**src/design/calc_pkg.sv**
```systemverilog
`timescale 1ns / 1ps
// Shared types and constants for the calculator keypad display block.
// Used by calc_mul, calc_b2d and calculator_keypad_display; depends on nothing.
`default_nettype none

package calc_pkg;

    // Datapath widths.
    localparam int VALUE_W    = 64;   // running value and saved operand
    localparam int LOW_W      = 32;   // part of the value that is displayed
    localparam int BCD_DIGITS = 10;   // decimal digits of a 32-bit magnitude
    localparam int NUM_OUT    = 10;   // display places on the result word

    typedef logic [VALUE_W-1:0] value_t;
    typedef logic [3:0]         place_t;

    // Display place codes beyond the decimal digits.
    localparam place_t CODE_BLANK = 4'd10;
    localparam place_t CODE_MINUS = 4'd11;

    // Key codes on the op field.
    localparam logic [2:0] KEY_DIGIT  = 3'd0;
    localparam logic [2:0] KEY_ADD    = 3'd1;
    localparam logic [2:0] KEY_SUB    = 3'd2;
    localparam logic [2:0] KEY_MUL    = 3'd3;
    localparam logic [2:0] KEY_EQUALS = 3'd4;
    localparam logic [2:0] KEY_CLEAR  = 3'd5;

    // Operation waiting for the equals key.
    typedef enum logic [1:0] {
        PEND_NONE = 2'd0,
        PEND_ADD  = 2'd1,
        PEND_SUB  = 2'd2,
        PEND_MUL  = 2'd3
    } pend_t;

    // Decimal shift for digit entry.
    localparam value_t TEN = 64'd10;

endpackage : calc_pkg

`default_nettype wire

```
**src/design/calc_mul.sv**
```systemverilog
`timescale 1ns / 1ps
// Serial shift-and-add multiply-accumulate: product = a * b + c modulo 2^64.
// Depends on calc_pkg for the value type.
`default_nettype none

module calc_mul
    import calc_pkg::*;
(
    input  wire logic   clk,
    input  wire logic   rst_n,
    input  wire logic   start,
    input  wire value_t a,
    input  wire value_t b,
    input  wire value_t c,
    output logic        done,
    output value_t      product
);

    logic   busy_reg;
    logic   busy_next;
    value_t acc_reg;
    value_t acc_next;
    value_t a_reg;
    value_t a_next;
    value_t b_reg;
    value_t b_next;
    logic   b_zero;

    // The multiplier shifts out one bit a cycle; the run ends once it is exhausted.
    assign b_zero  = (b_reg == '0);
    assign done    = busy_reg && b_zero;
    assign product = acc_reg;

    // One conditional add of the shifted multiplicand per cycle.
    always_comb
    begin
        busy_next = busy_reg;
        acc_next  = acc_reg;
        a_next    = a_reg;
        b_next    = b_reg;
        if (start)
        begin
            busy_next = 1'b1;
            acc_next  = c;
            a_next    = a;
            b_next    = b;
        end
        else if (busy_reg)
        begin
            if (b_zero)
            begin
                busy_next = 1'b0;
            end
            else
            begin
                if (b_reg[0])
                begin
                    acc_next = acc_reg + a_reg;
                end
                a_next = {a_reg[VALUE_W-2:0], 1'b0};
                b_next = {1'b0, b_reg[VALUE_W-1:1]};
            end
        end
    end

    // Control flag.
    always_ff @(posedge clk or negedge rst_n)
    begin
        if (!rst_n)
        begin
            busy_reg <= 1'b0;
        end
        else
        begin
            busy_reg <= busy_next;
        end
    end

    // Datapath registers.
    always_ff @(posedge clk)
    begin
        acc_reg <= acc_next;
        a_reg   <= a_next;
        b_reg   <= b_next;
    end

endmodule : calc_mul

`default_nettype wire

```
**src/design/calc_b2d.sv**
```systemverilog
`timescale 1ns / 1ps
// Binary to decimal display conversion: shift-and-add-3 over the 32-bit magnitude,
// then leading blanks and minus sign placement. Depends on calc_pkg.
`default_nettype none

module calc_b2d
    import calc_pkg::*;
#(
    parameter int PLACES = 10
)
(
    input  wire logic             clk,
    input  wire logic             rst_n,
    input  wire logic             start,
    input  wire logic [LOW_W-1:0] value,
    output logic                  done,
    output place_t [PLACES-1:0]   places
);

    localparam int CNT_W = $clog2(LOW_W);

    logic             busy_reg;
    logic             busy_next;
    logic             done_reg;
    logic             done_next;
    logic [CNT_W-1:0] cnt_reg;
    logic [CNT_W-1:0] cnt_next;
    logic [LOW_W-1:0] bin_reg;
    logic [LOW_W-1:0] bin_next;
    logic             neg_reg;
    logic             neg_next;
    place_t           bcd_reg  [BCD_DIGITS];
    place_t           bcd_next [BCD_DIGITS];
    place_t           adj      [BCD_DIGITS];
    place_t           dig      [PLACES];
    logic [PLACES:0]  zero_from;
    logic [PLACES-1:0] blank;

    assign done = done_reg;

    // Each digit at five or more gets three added before the shift.
    always_comb
    begin
        for (int d = 0; d < BCD_DIGITS; d++)
        begin
            adj[d] = (bcd_reg[d] >= 4'd5) ? (bcd_reg[d] + 4'd3) : bcd_reg[d];
        end
    end

    // One magnitude bit enters the decimal register per cycle, MSB first.
    always_comb
    begin
        busy_next = busy_reg;
        done_next = 1'b0;
        cnt_next  = cnt_reg;
        bin_next  = bin_reg;
        neg_next  = neg_reg;
        bcd_next  = bcd_reg;
        if (start)
        begin
            busy_next = 1'b1;
            cnt_next  = '0;
            neg_next  = value[LOW_W-1];
            bin_next  = value[LOW_W-1] ? (~value + 1'b1) : value;
            for (int d = 0; d < BCD_DIGITS; d++)
            begin
                bcd_next[d] = '0;
            end
        end
        else if (busy_reg)
        begin
            bcd_next[0] = {adj[0][2:0], bin_reg[LOW_W-1]};
            for (int d = 1; d < BCD_DIGITS; d++)
            begin
                bcd_next[d] = {adj[d][2:0], adj[d-1][3]};
            end
            bin_next = {bin_reg[LOW_W-2:0], 1'b0};
            cnt_next = cnt_reg + 1'b1;
            if (cnt_reg == CNT_W'(LOW_W - 1))
            begin
                busy_next = 1'b0;
                done_next = 1'b1;
            end
        end
    end

    // Place k counts from the right; digits above the ten converted ones are zero.
    always_comb
    begin
        for (int k = 0; k < PLACES; k++)
        begin
            if (k < BCD_DIGITS)
            begin
                dig[k] = bcd_reg[k];
            end
            else
            begin
                dig[k] = '0;
            end
        end
        // Digits that do not fit on a short display still keep the places below them lit.
        zero_from[PLACES] = 1'b1;
        for (int k = PLACES; k < BCD_DIGITS; k++)
        begin
            zero_from[PLACES] = zero_from[PLACES] && (bcd_reg[k] == '0);
        end
        for (int k = PLACES - 1; k >= 0; k--)
        begin
            zero_from[k] = zero_from[k+1] && (dig[k] == '0);
        end
        // A place is blank once nothing is left above it; the ones place never is.
        blank[0] = 1'b0;
        for (int k = 1; k < PLACES; k++)
        begin
            blank[k] = zero_from[k];
        end
        // The minus sign takes the first blank place left of the number.
        for (int j = 0; j < PLACES; j++)
        begin
            if (j == PLACES - 1)
            begin
                places[j] = dig[0];
            end
            else if (blank[PLACES-1-j] && neg_reg && !blank[PLACES-2-j])
            begin
                places[j] = CODE_MINUS;
            end
            else if (blank[PLACES-1-j])
            begin
                places[j] = CODE_BLANK;
            end
            else
            begin
                places[j] = dig[PLACES-1-j];
            end
        end
    end

    // Control state.
    always_ff @(posedge clk or negedge rst_n)
    begin
        if (!rst_n)
        begin
            busy_reg <= 1'b0;
            done_reg <= 1'b0;
            cnt_reg  <= '0;
        end
        else
        begin
            busy_reg <= busy_next;
            done_reg <= done_next;
            cnt_reg  <= cnt_next;
        end
    end

    // Conversion datapath.
    always_ff @(posedge clk)
    begin
        bin_reg <= bin_next;
        neg_reg <= neg_next;
        bcd_reg <= bcd_next;
    end

endmodule : calc_b2d

`default_nettype wire

```
**src/design/calculator_keypad_display.sv**
```systemverilog
`timescale 1ns / 1ps
// Add, subtract and multiply integer calculator controller with a decimal display.
// Depends on calc_pkg, calc_mul and calc_b2d.
//
//  channel | handshake            | word
//  --------+----------------------+----------------------------------
//  key in  | in_valid / in_stall  | op, key_digit
//  display | out_valid / out_stall| place_0 .. place_9
//
// A key that refreshes the display keeps the controller busy: add, subtract and
// clear wait on the decimal conversion, and a digit and a multiply also wait on the serial
// multiplier (one multiplier bit a cycle) before the 32-step decimal conversion.
// Keys that do not refresh leave the controller idle. One key is in work at a time.
// Reset clears the values and the pending operation and blanks the display.
// A finished display word waits in the output register while the next key is taken;
// a refresh behind it holds until that word is taken.
`default_nettype none

module calculator_keypad_display
    import calc_pkg::*;
#(
    parameter int DISPLAY_PLACES = 10
)
(
    input  wire logic       clk,
    input  wire logic       rst_n,
    input  wire logic       in_valid,
    output logic            in_stall,
    input  wire logic [2:0] op,
    input  wire logic [3:0] key_digit,
    output logic            out_valid,
    input  wire logic       out_stall,
    output place_t          place_0,
    output place_t          place_1,
    output place_t          place_2,
    output place_t          place_3,
    output place_t          place_4,
    output place_t          place_5,
    output place_t          place_6,
    output place_t          place_7,
    output place_t          place_8,
    output place_t          place_9
);

    typedef enum logic [2:0] {
        ST_IDLE,
        ST_MUL,
        ST_CONV_GO,
        ST_CONV,
        ST_EMIT
    } state_t;

    state_t                      state_reg;
    state_t                      state_next;
    value_t                      rv_reg;
    value_t                      rv_next;
    value_t                      saved_reg;
    value_t                      saved_next;
    pend_t                       pend_reg;
    pend_t                       pend_next;
    place_t [DISPLAY_PLACES-1:0] display_reg;
    place_t [DISPLAY_PLACES-1:0] display_next;
    logic                        out_valid_reg;
    logic                        out_valid_next;
    place_t [NUM_OUT-1:0]        out_place_reg;
    place_t [NUM_OUT-1:0]        out_place_next;
    place_t [NUM_OUT-1:0]        out_fill;

    logic                        in_accept;
    logic                        digit_open;
    logic                        mul_start;
    value_t                      mul_b;
    value_t                      mul_c;
    logic                        mul_done;
    value_t                      mul_product;
    logic                        conv_start;
    logic                        conv_done;
    place_t [DISPLAY_PLACES-1:0] conv_places;

    assign in_stall   = (state_reg != ST_IDLE);
    assign in_accept  = in_valid && (state_reg == ST_IDLE);
    assign digit_open = (display_reg[1] == CODE_BLANK);
    assign conv_start = (state_reg == ST_CONV_GO);

    // Shared serial multiplier: digit entry and the multiply operation.
    calc_mul u_mul (
        .clk     (clk),
        .rst_n   (rst_n),
        .start   (mul_start),
        .a       (rv_reg),
        .b       (mul_b),
        .c       (mul_c),
        .done    (mul_done),
        .product (mul_product)
    );

    // Display conversion of the low half of the running value.
    calc_b2d #(
        .PLACES (DISPLAY_PLACES)
    ) u_b2d (
        .clk    (clk),
        .rst_n  (rst_n),
        .start  (conv_start),
        .value  (rv_reg[LOW_W-1:0]),
        .done   (conv_done),
        .places (conv_places)
    );

    // Places past the display width show blank on the result word.
    for (genvar j = 0; j < NUM_OUT; j++)
    begin : g_fill
        if (j < DISPLAY_PLACES)
        begin : g_place
            assign out_fill[j] = display_reg[j];
        end
        else
        begin : g_pad
            assign out_fill[j] = CODE_BLANK;
        end
    end

    // Key decoding and sequencing.
    always_comb
    begin
        state_next     = state_reg;
        rv_next        = rv_reg;
        saved_next     = saved_reg;
        pend_next      = pend_reg;
        display_next   = display_reg;
        out_place_next = out_place_reg;
        out_valid_next = out_valid_reg && out_stall;
        mul_start      = 1'b0;
        mul_b          = saved_reg;
        mul_c          = '0;

        case (state_reg)
            ST_IDLE:
            begin
                if (in_accept)
                begin
                    case (op)
                        KEY_DIGIT:
                        begin
                            if (digit_open)
                            begin
                                mul_start  = 1'b1;
                                mul_b      = TEN;
                                mul_c      = value_t'(key_digit);
                                state_next = ST_MUL;
                            end
                        end
                        KEY_ADD, KEY_SUB, KEY_MUL:
                        begin
                            saved_next = rv_reg;
                            rv_next    = '0;
                            pend_next  = pend_t'(op[1:0]);
                        end
                        KEY_EQUALS:
                        begin
                            case (pend_reg)
                                PEND_ADD:
                                begin
                                    rv_next    = rv_reg + saved_reg;
                                    state_next = ST_CONV_GO;
                                end
                                PEND_SUB:
                                begin
                                    rv_next    = saved_reg - rv_reg;
                                    state_next = ST_CONV_GO;
                                end
                                PEND_MUL:
                                begin
                                    mul_start  = 1'b1;
                                    state_next = ST_MUL;
                                end
                                default:
                                begin
                                    state_next = ST_IDLE;
                                end
                            endcase
                        end
                        KEY_CLEAR:
                        begin
                            rv_next    = '0;
                            pend_next  = PEND_NONE;
                            state_next = ST_CONV_GO;
                        end
                        default:
                        begin
                            state_next = ST_IDLE;
                        end
                    endcase
                end
            end
            ST_MUL:
            begin
                if (mul_done)
                begin
                    rv_next    = mul_product;
                    state_next = ST_CONV_GO;
                end
            end
            ST_CONV_GO:
            begin
                state_next = ST_CONV;
            end
            ST_CONV:
            begin
                if (conv_done)
                begin
                    display_next = conv_places;
                    state_next   = ST_EMIT;
                end
            end
            ST_EMIT:
            begin
                // Load the output register once the previous word has gone.
                if (!out_valid_reg || !out_stall)
                begin
                    out_place_next = out_fill;
                    out_valid_next = 1'b1;
                    state_next     = ST_IDLE;
                end
            end
            default:
            begin
                state_next = ST_IDLE;
            end
        endcase
    end

    // State and registered outputs.
    always_ff @(posedge clk or negedge rst_n)
    begin
        if (!rst_n)
        begin
            state_reg     <= ST_IDLE;
            rv_reg        <= '0;
            saved_reg     <= '0;
            pend_reg      <= PEND_NONE;
            out_valid_reg <= 1'b0;
            out_place_reg <= '0;
            for (int i = 0; i < DISPLAY_PLACES; i++)
            begin
                display_reg[i] <= CODE_BLANK;
            end
        end
        else
        begin
            state_reg     <= state_next;
            rv_reg        <= rv_next;
            saved_reg     <= saved_next;
            pend_reg      <= pend_next;
            out_valid_reg <= out_valid_next;
            out_place_reg <= out_place_next;
            display_reg   <= display_next;
        end
    end

    assign out_valid = out_valid_reg;
    assign place_0   = out_place_reg[0];
    assign place_1   = out_place_reg[1];
    assign place_2   = out_place_reg[2];
    assign place_3   = out_place_reg[3];
    assign place_4   = out_place_reg[4];
    assign place_5   = out_place_reg[5];
    assign place_6   = out_place_reg[6];
    assign place_7   = out_place_reg[7];
    assign place_8   = out_place_reg[8];
    assign place_9   = out_place_reg[9];

    // A new display word appears only out of the emit step.
    a_word_from_emit: assert property (@(posedge clk) disable iff (!rst_n)
        $rose(out_valid_reg) |-> $past(state_reg == ST_EMIT))
        else $error("display word raised outside the emit step");

    // The multiplier finishes only while the sequencer waits for it.
    a_mul_done_state: assert property (@(posedge clk) disable iff (!rst_n)
        mul_done |-> (state_reg == ST_MUL))
        else $error("multiplier finished outside the multiply step");

    // The conversion finishes only while the sequencer waits for it.
    a_conv_done_state: assert property (@(posedge clk) disable iff (!rst_n)
        conv_done |-> (state_reg == ST_CONV))
        else $error("conversion finished outside the conversion step");

    // A digit on a full display is dropped without any work.
    a_digit_dropped: assert property (@(posedge clk) disable iff (!rst_n)
        (in_accept && (op == KEY_DIGIT) && !digit_open) |=> (state_reg == ST_IDLE))
        else $error("digit on a full display started work");

endmodule : calculator_keypad_display

`default_nettype wire
```
**config.mk**
```make
export PLATFORM = sky130hd
export DESIGN_NAME = calculator_keypad_display
export DESIGN_NICKNAME = d
export VERILOG_FILES = /design/src/design/calc_pkg.sv /design/src/design/calc_mul.sv /design/src/design/calc_b2d.sv /design/src/design/calculator_keypad_display.sv
export SDC_FILE = /design/constraint.sdc
export NUM_CORES = 1
export LEC_CHECK = 0
export ABC_AREA = 1
export ABC_CLOCK_PERIOD_IN_PS = 20600
export BUFFER_PORTS_ARGS = -buffer_cell sky130_fd_sc_hd__buf_2
export CAP_MARGIN = 5
export CORE_UTILIZATION = 30
export DETAILED_ROUTE_END_ITERATION = 10
export GPL_ROUTABILITY_DRIVEN = 0
export PLACE_DENSITY = 0.43
export SLEW_MARGIN = 10
export SYNTH_ARGS = -nofsm -noshare
export SYNTH_HDL_FRONTEND = slang
export SYNTH_SLANG_ARGS = --single-unit
```
**constraint.sdc**
```tcl
create_clock -name clk -period 20.6 [get_ports clk]
set_input_delay 3.09 -clock clk [delete_from_list [all_inputs] [get_ports clk]]
set_output_delay 3.09 -clock clk [all_outputs]
set_load 0.005 [all_outputs]
```
# Yosys cells after proc, flatten, opt, wreduce, memory -nomap -nowiden
# Cells that the tools add are included.
[word_totals] elab_cells=242 romBits=0 output_inout_bits=42 n_memories=0 regBits=487 latchBits=0 in_bits=11 mem_bits_rw=0
[classes] mux=81 multipliers=0 addsub=15 bitwise=1 div_mod_pow=0 n_eq_ne=23 n_reduce_logical=68 n_lt_le_gt_ge=10 n_shift=0
[op_table] op="2-to-1 mux 64 bit" n=16
[op_table] op="case mux 64 bit (2 select lines)" n=3
[op_table] op="adder 64 bit" n=2
[op_table] op="2-to-1 mux 4 bit" n=31
[op_table] op="2-to-1 mux 32 bit" n=3
[op_table] op="logical NOT 64 bit" n=1
[op_table] op="subtractor 64 bit" n=1
[op_table] op="greater-or-equal comparator 4 x 3 -> 1 bit, second input constant" n=10
[op_table] op="adder 4 x 2 -> 4 bit, second input constant" n=9
[op_table] op="logical NOT 4 bit" n=9
[op_table] op="adder 32 x 1 -> 32 bit, second input constant" n=1
[op_table] op="NOT 32 bit" n=1
[op_table] op="logical AND 1 bit" n=28
[op_table] op="2-to-1 mux 3 bit" n=6
[op_table] op="2-to-1 mux 1 bit" n=15
[op_table] op="case mux 3 bit (5 select lines)" n=1
[op_table] op="== test 3 x 2 -> 1 bit, second input constant" n=4
[op_table] op="case mux 3 bit (4 select lines)" n=1
[op_table] op="logical NOT 1 bit" n=10
[op_table] op="2-to-1 mux 5 bit" n=2
[op_table] op="!= test 2 bit, second input constant" n=5
[op_table] op="nonzero test 2 bit" n=5
[op_table] op="== test 3 bit, second input constant" n=3
[op_table] op="AND reduction 3 bit" n=3
[op_table] op="22 further kinds" n=28

# Logic depth before layout (Yosys ltp)
[logic_depth] ltp_word=12 mapped_depth=26 depth_no_buf=25

# Hierarchy
# Synthesis repeated with hierarchy kept, for this count alone.
[hier_totals] hier_cells=5440 hier_area_um2=36094.6
[modules_own_cells] module="calculator_keypad_display" cells_each=2653 n_inst=1 area_each_um2=16634.7
[modules_own_cells] module="calc_mul" cells_each=2072 n_inst=1 area_each_um2=14222.4
[modules_own_cells] module="calc_b2d" cells_each=715 n_inst=1 area_each_um2=5237.5

# Worst setup path before layout
# Ideal clock, no wire load.
[synth_path] path_type="input port to flip-flop" start="input op[1]" end="register u_mul.a_reg[0] (enable)" path_buffers=2 slack_ns=9.501 path_stages=9 arrival_time_ns=10.407 cell_sequence="nor2_1 nand2_1 nor3_4 inv_2 nand2_4 inv_2 buf_2 buf_6 a31oi_1"
[synth_between] elab_chain_len=6
[synth_rtl] item="start, declared" line="calculator_keypad_display.sv:29" rtl="input wire logic [2:0] op,"
[synth_rtl] item="== test 3 bit / logical NOT 3 bit (equally long branches)" line="calculator_keypad_display.sv:141" rtl="case (op)"
[synth_rtl] item="case mux 1 bit (2 select lines) (*)" line="calculator_keypad_display.sv:141"
[synth_rtl] item="2-to-1 mux 1 bit (*)" line="calculator_keypad_display.sv:139" rtl="if (in_accept)"
[synth_rtl] item="2-to-1 mux 1 bit (*)" line="calculator_keypad_display.sv:136" rtl="case (state_reg)"
[synth_rtl] item="!= test 2 bit (no line) / nonzero test 2 bit (equally long branches)"
[synth_rtl] item="AND reduction 2 bit (no line) (*)"
[synth_rtl] item="end signal, assigned" line="calc_mul.sv:83" rtl="a_reg <= a_next;"
[synth_rtl] item="end, declared" line="calc_mul.sv:23" rtl="value_t a_reg;"
# Every way passes the cells marked *; elsewhere a longest branch is shown, timed or not.
# A chain may end at the register's enable or synchronous reset.

# Worst setup path in the final report
[layout_path] start="input op[1]" end="register u_mul.acc_reg[4], in the netlist u_mul.product[4] (enable)"
[layout_between] elab_chain_len=6
[layout_rtl] item="== test 3 bit / logical NOT 3 bit (equally long branches)" line="calculator_keypad_display.sv:141"
[layout_rtl] item="case mux 1 bit (2 select lines) (*)" line="calculator_keypad_display.sv:141"
[layout_rtl] item="2-to-1 mux 1 bit (*)" line="calculator_keypad_display.sv:139"
[layout_rtl] item="2-to-1 mux 1 bit (*)" line="calculator_keypad_display.sv:136"
[layout_rtl] item="!= test 2 bit (no line) / nonzero test 2 bit (equally long branches)"
[layout_rtl] item="AND reduction 3 bit (no line) (*)"
[layout_rtl] item="end signal, assigned" line="calc_mul.sv:82" rtl="acc_reg <= acc_next;"
[layout_rtl] item="end, declared" line="calc_mul.sv:21" rtl="value_t acc_reg;"
# Marks and branches as above.

==> flow_summary.json <==
{
  "slew_violations": 0,
  "synth-seq-area-share": 0.393,
  "synth_flop_cell": "edfxtp_1",
  "initial_core_util": 0.303,
  "worstSetupStartpointType": "primary input",
  "vias": 31500,
  "clk_pin_slew_ps": 50,
  "die_y_um": 336,
  "rsz0062_at_grt": "no",
  "fin_crit_ps": 6030,
  "root_buffer": "clkbuf_16",
  "fin_ws_ps": 14570,
  "ctsResizeCount": 0,
  "synthTopCellsByCount": "nand2_1 (1286), inv_1 (777), nor2_1 (512), o21ai_0 (405), a21oi_1 (365)",
  "min_from": "u_b2d.bin_reg[31]$_DFFE_PP_",
  "cp_num_buf_inv": 4,
  "ios": 53,
  "post-synth-top-area-cell": "edfxtp_1",
  "path_common_cell": "nor2_1",
  "layout.nets": 4966,
  "synth_area_leaders": "edfxtp_1 (20%), dfrtp_1 (15%), nand2_1 (14%)",
  "drtIter0Drc": 2965,
  "fmax_ghz": 0.166,
  "ant_nets": 0,
  "synth_top_area_frac": 0.202,
  "reg2regPathDepth": 19,
  "setup_tns_ps": 0,
  "cts_tree": "built",
  "fp-row-count": 122,
  "antenna_found_initial": 0,
  "place_hpwl_um": 103000,
  "cpPeakStageDelay_ps": 770,
  "async_flop_share": 0.456,
  "hold_violations": 0,
  "cpLargestDelayFamily": "simple AND/OR/NAND/NOR gates",
  "yosys_register_bits": 487,
  "cts_sinks": 487,
  "insertion_delay_ps": 640,
  "preCtsSetupSlack_ps": 13890,
  "port_buffers": 52,
  "synth_edf_count": 225,
  "reg2reg_from": "rv_reg[0]$_DFFE_PN0P_",
  "drcViolationCount": 0,
  "critPathArrivalTime_ps": 6270,
  "drt-total-wl_um": 131000,
  "cts-buffers-inserted": 67,
  "synth_nets": 4950,
  "die_w_um": 336,
  "grtUsageTotal": 0.230,
  "wire_per_inst_um": 20.6,
  "yosysUniqueCellTypes": 54,
  "crit_fanout": 103,
  "via_per_inst": 4.97,
  "skew_ps": 30.4,
  "grt.overflow.total": 0,
  "final_layout_size_suffix_gt1_frac": 0.0541,
  "cp_cell_sequence": "buf_2 > nor2_1 > inv_1 > nor2_1 > nand3_1 > nand2_4 > inv_6 > a21oi_4 > buf_4",
  "die_area_sq_um": 113000,
  "max_cap_violations": 0,
  "endpoint_kind": "register",
  "cp_slowest_cell": "buf_4",
  "status": "finished clean",
  "setup_viol": 0,
  "hold-path-endpoint": "u_b2d.places[36]$_SDFFE_PP0P_",
  "criticalPathCategory": "primary input to register",
  "grt_pass1_wl_um": 194000,
  "core_area_sq_um": 111000,
  "htreeDepth": 3,
  "timing.slew.headroom": 0.320,
  "fillCellCount": 12200,
  "final_util": 0.339,
  "syn2layout_area_growth_pct": 12.0,
  "syn-mean-instance-area_sq_um": 7.00,
  "cts_hold_buf": 0,
  "grt_max_degree": 104,
  "grt_pass1_vias": 30000,
  "cts_buffer_depth": 3,
  "tightest_slew_ps": 1020,
  "drtPass1Iterations": 6,
  "hold_class": "register to register",
  "reg2reg_setup_slack_ps": 15280,
  "holdWs_ps": 446,
  "cts_setup_buffers": 0,
  "hold_depth": 2,
  "syn-cell-area_sq_um": 33400,
  "diodes": 0,
  "worst_ep_required_time_ps": 20840,
  "reg2reg_to": "rv_reg[51]$_DFFE_PN0P_",
  "synthCells": 4775,
  "synth.most_common_cell": "nand2_1",
  "period_share": 0.292,
  "yosysWarnings": 0
}
cell type report:
class / count / area, sq um / area share
Clock inverter: 31 / 288 / 0.00769
Multi-Input combinational cell: 3373 / 16800 / 0.450
Clock buffer: 93 / 1890 / 0.0504
Inverter: 783 / 2950 / 0.0787
Tap cell: 1488 / 1860 / 0.0497
Sequential cell: 487 / 13100 / 0.351
Timing Repair Buffer: 79 / 473 / 0.0126
metrics by stage:
stage | area [sq um] | cells
floorplan | 33400 | 4775
global placement | 35300 | 6210
detailed placement | 35300 | 6210
CTS | 37400 | 6334
global route | 37400 | 6334
finish | 37400 | 6334
kinds of logic after synthesis:
logic type,synth area share
adder cells (fa/ha/maj),0.0618
multiplexers,0.00535
XOR/XNOR,0.0196
AND/OR/NAND/NOR,0.261
AO/OA/AOI/OAI,0.155
buffers and inverters,0.104
flip-flops,0.393
per-layer routing:
| layer | global-route usage | up-vias | wire length [um] |
|---|---|---|---|
| met5 | 0 | - | 0 |
| met4 | 0.0831 | 0 | 4720 |
| met3 | 0.0236 | 187 | 6360 |
| met2 | 0.371 | 893 | 58800 |
| met1 | 0.317 | 14900 | 60700 |
| li1 | - | 15500 | - |
cell usage in the layout, fill, tap and decap left out, types with 6 or more instances in the layout:
master and instances:
o22ai_1 77, dfrtp_1 201, o21ai_0 405, nor3b_1 7, nand3b_1 18, xnor2_1 9
a21oi_1 365, a22oi_1 7, inv_1 775, clkbuf_16 68, nor2_1 512, nor2_4 6
nand3_1 169, and2_1 6, buf_4 27, o211ai_1 6, dfxtp_1 40, buf_2 51
nand2_1 1284, nor4_1 16, a31oi_1 14, nor3_1 40, o21bai_1 12, clkbuf_8 9
o21ai_1 62, dfstp_2 20, or2_2 8, clkinv_2 16, nand4_1 48, o32ai_1 7
clkbuf_1 16, xor2_1 66, mux2_2 15, edfxtp_1 225, ha_1 162
worst max-delay path by stage:
stage	end	cells after the start	start
floorplan	u_mul.a_reg[0]$_SDFFCE_PN0P_	9	op[1]
global placement	u_mul.product[59]$_SDFFCE_PP0P_	9	op[1]
detailed placement	u_mul.product[10]$_SDFFCE_PP0P_	9	op[1]
CTS	u_mul.product[11]$_SDFFCE_PP0P_	9	op[1]
global route	u_mul.product[4]$_SDFFCE_PP0P_	9	op[1]
finish	u_mul.product[4]$_SDFFCE_PP0P_	9	op[1]
worst register-to-register path, delay by kind of cell (launching register included):
kind | cells | cell delay, ps
adder cells (fa/ha/maj) | 2 | 660
AO/OA/AOI/OAI | 2 | 720
buffers and inverters | 2 | 580
flip-flops | 1 | 390
XOR/XNOR | 1 | 90
AND/OR/NAND/NOR | 12 | 2820
Power is not shown: default switching activity piles up to over one toggle a cycle in this logic, so the estimate is an artifact.
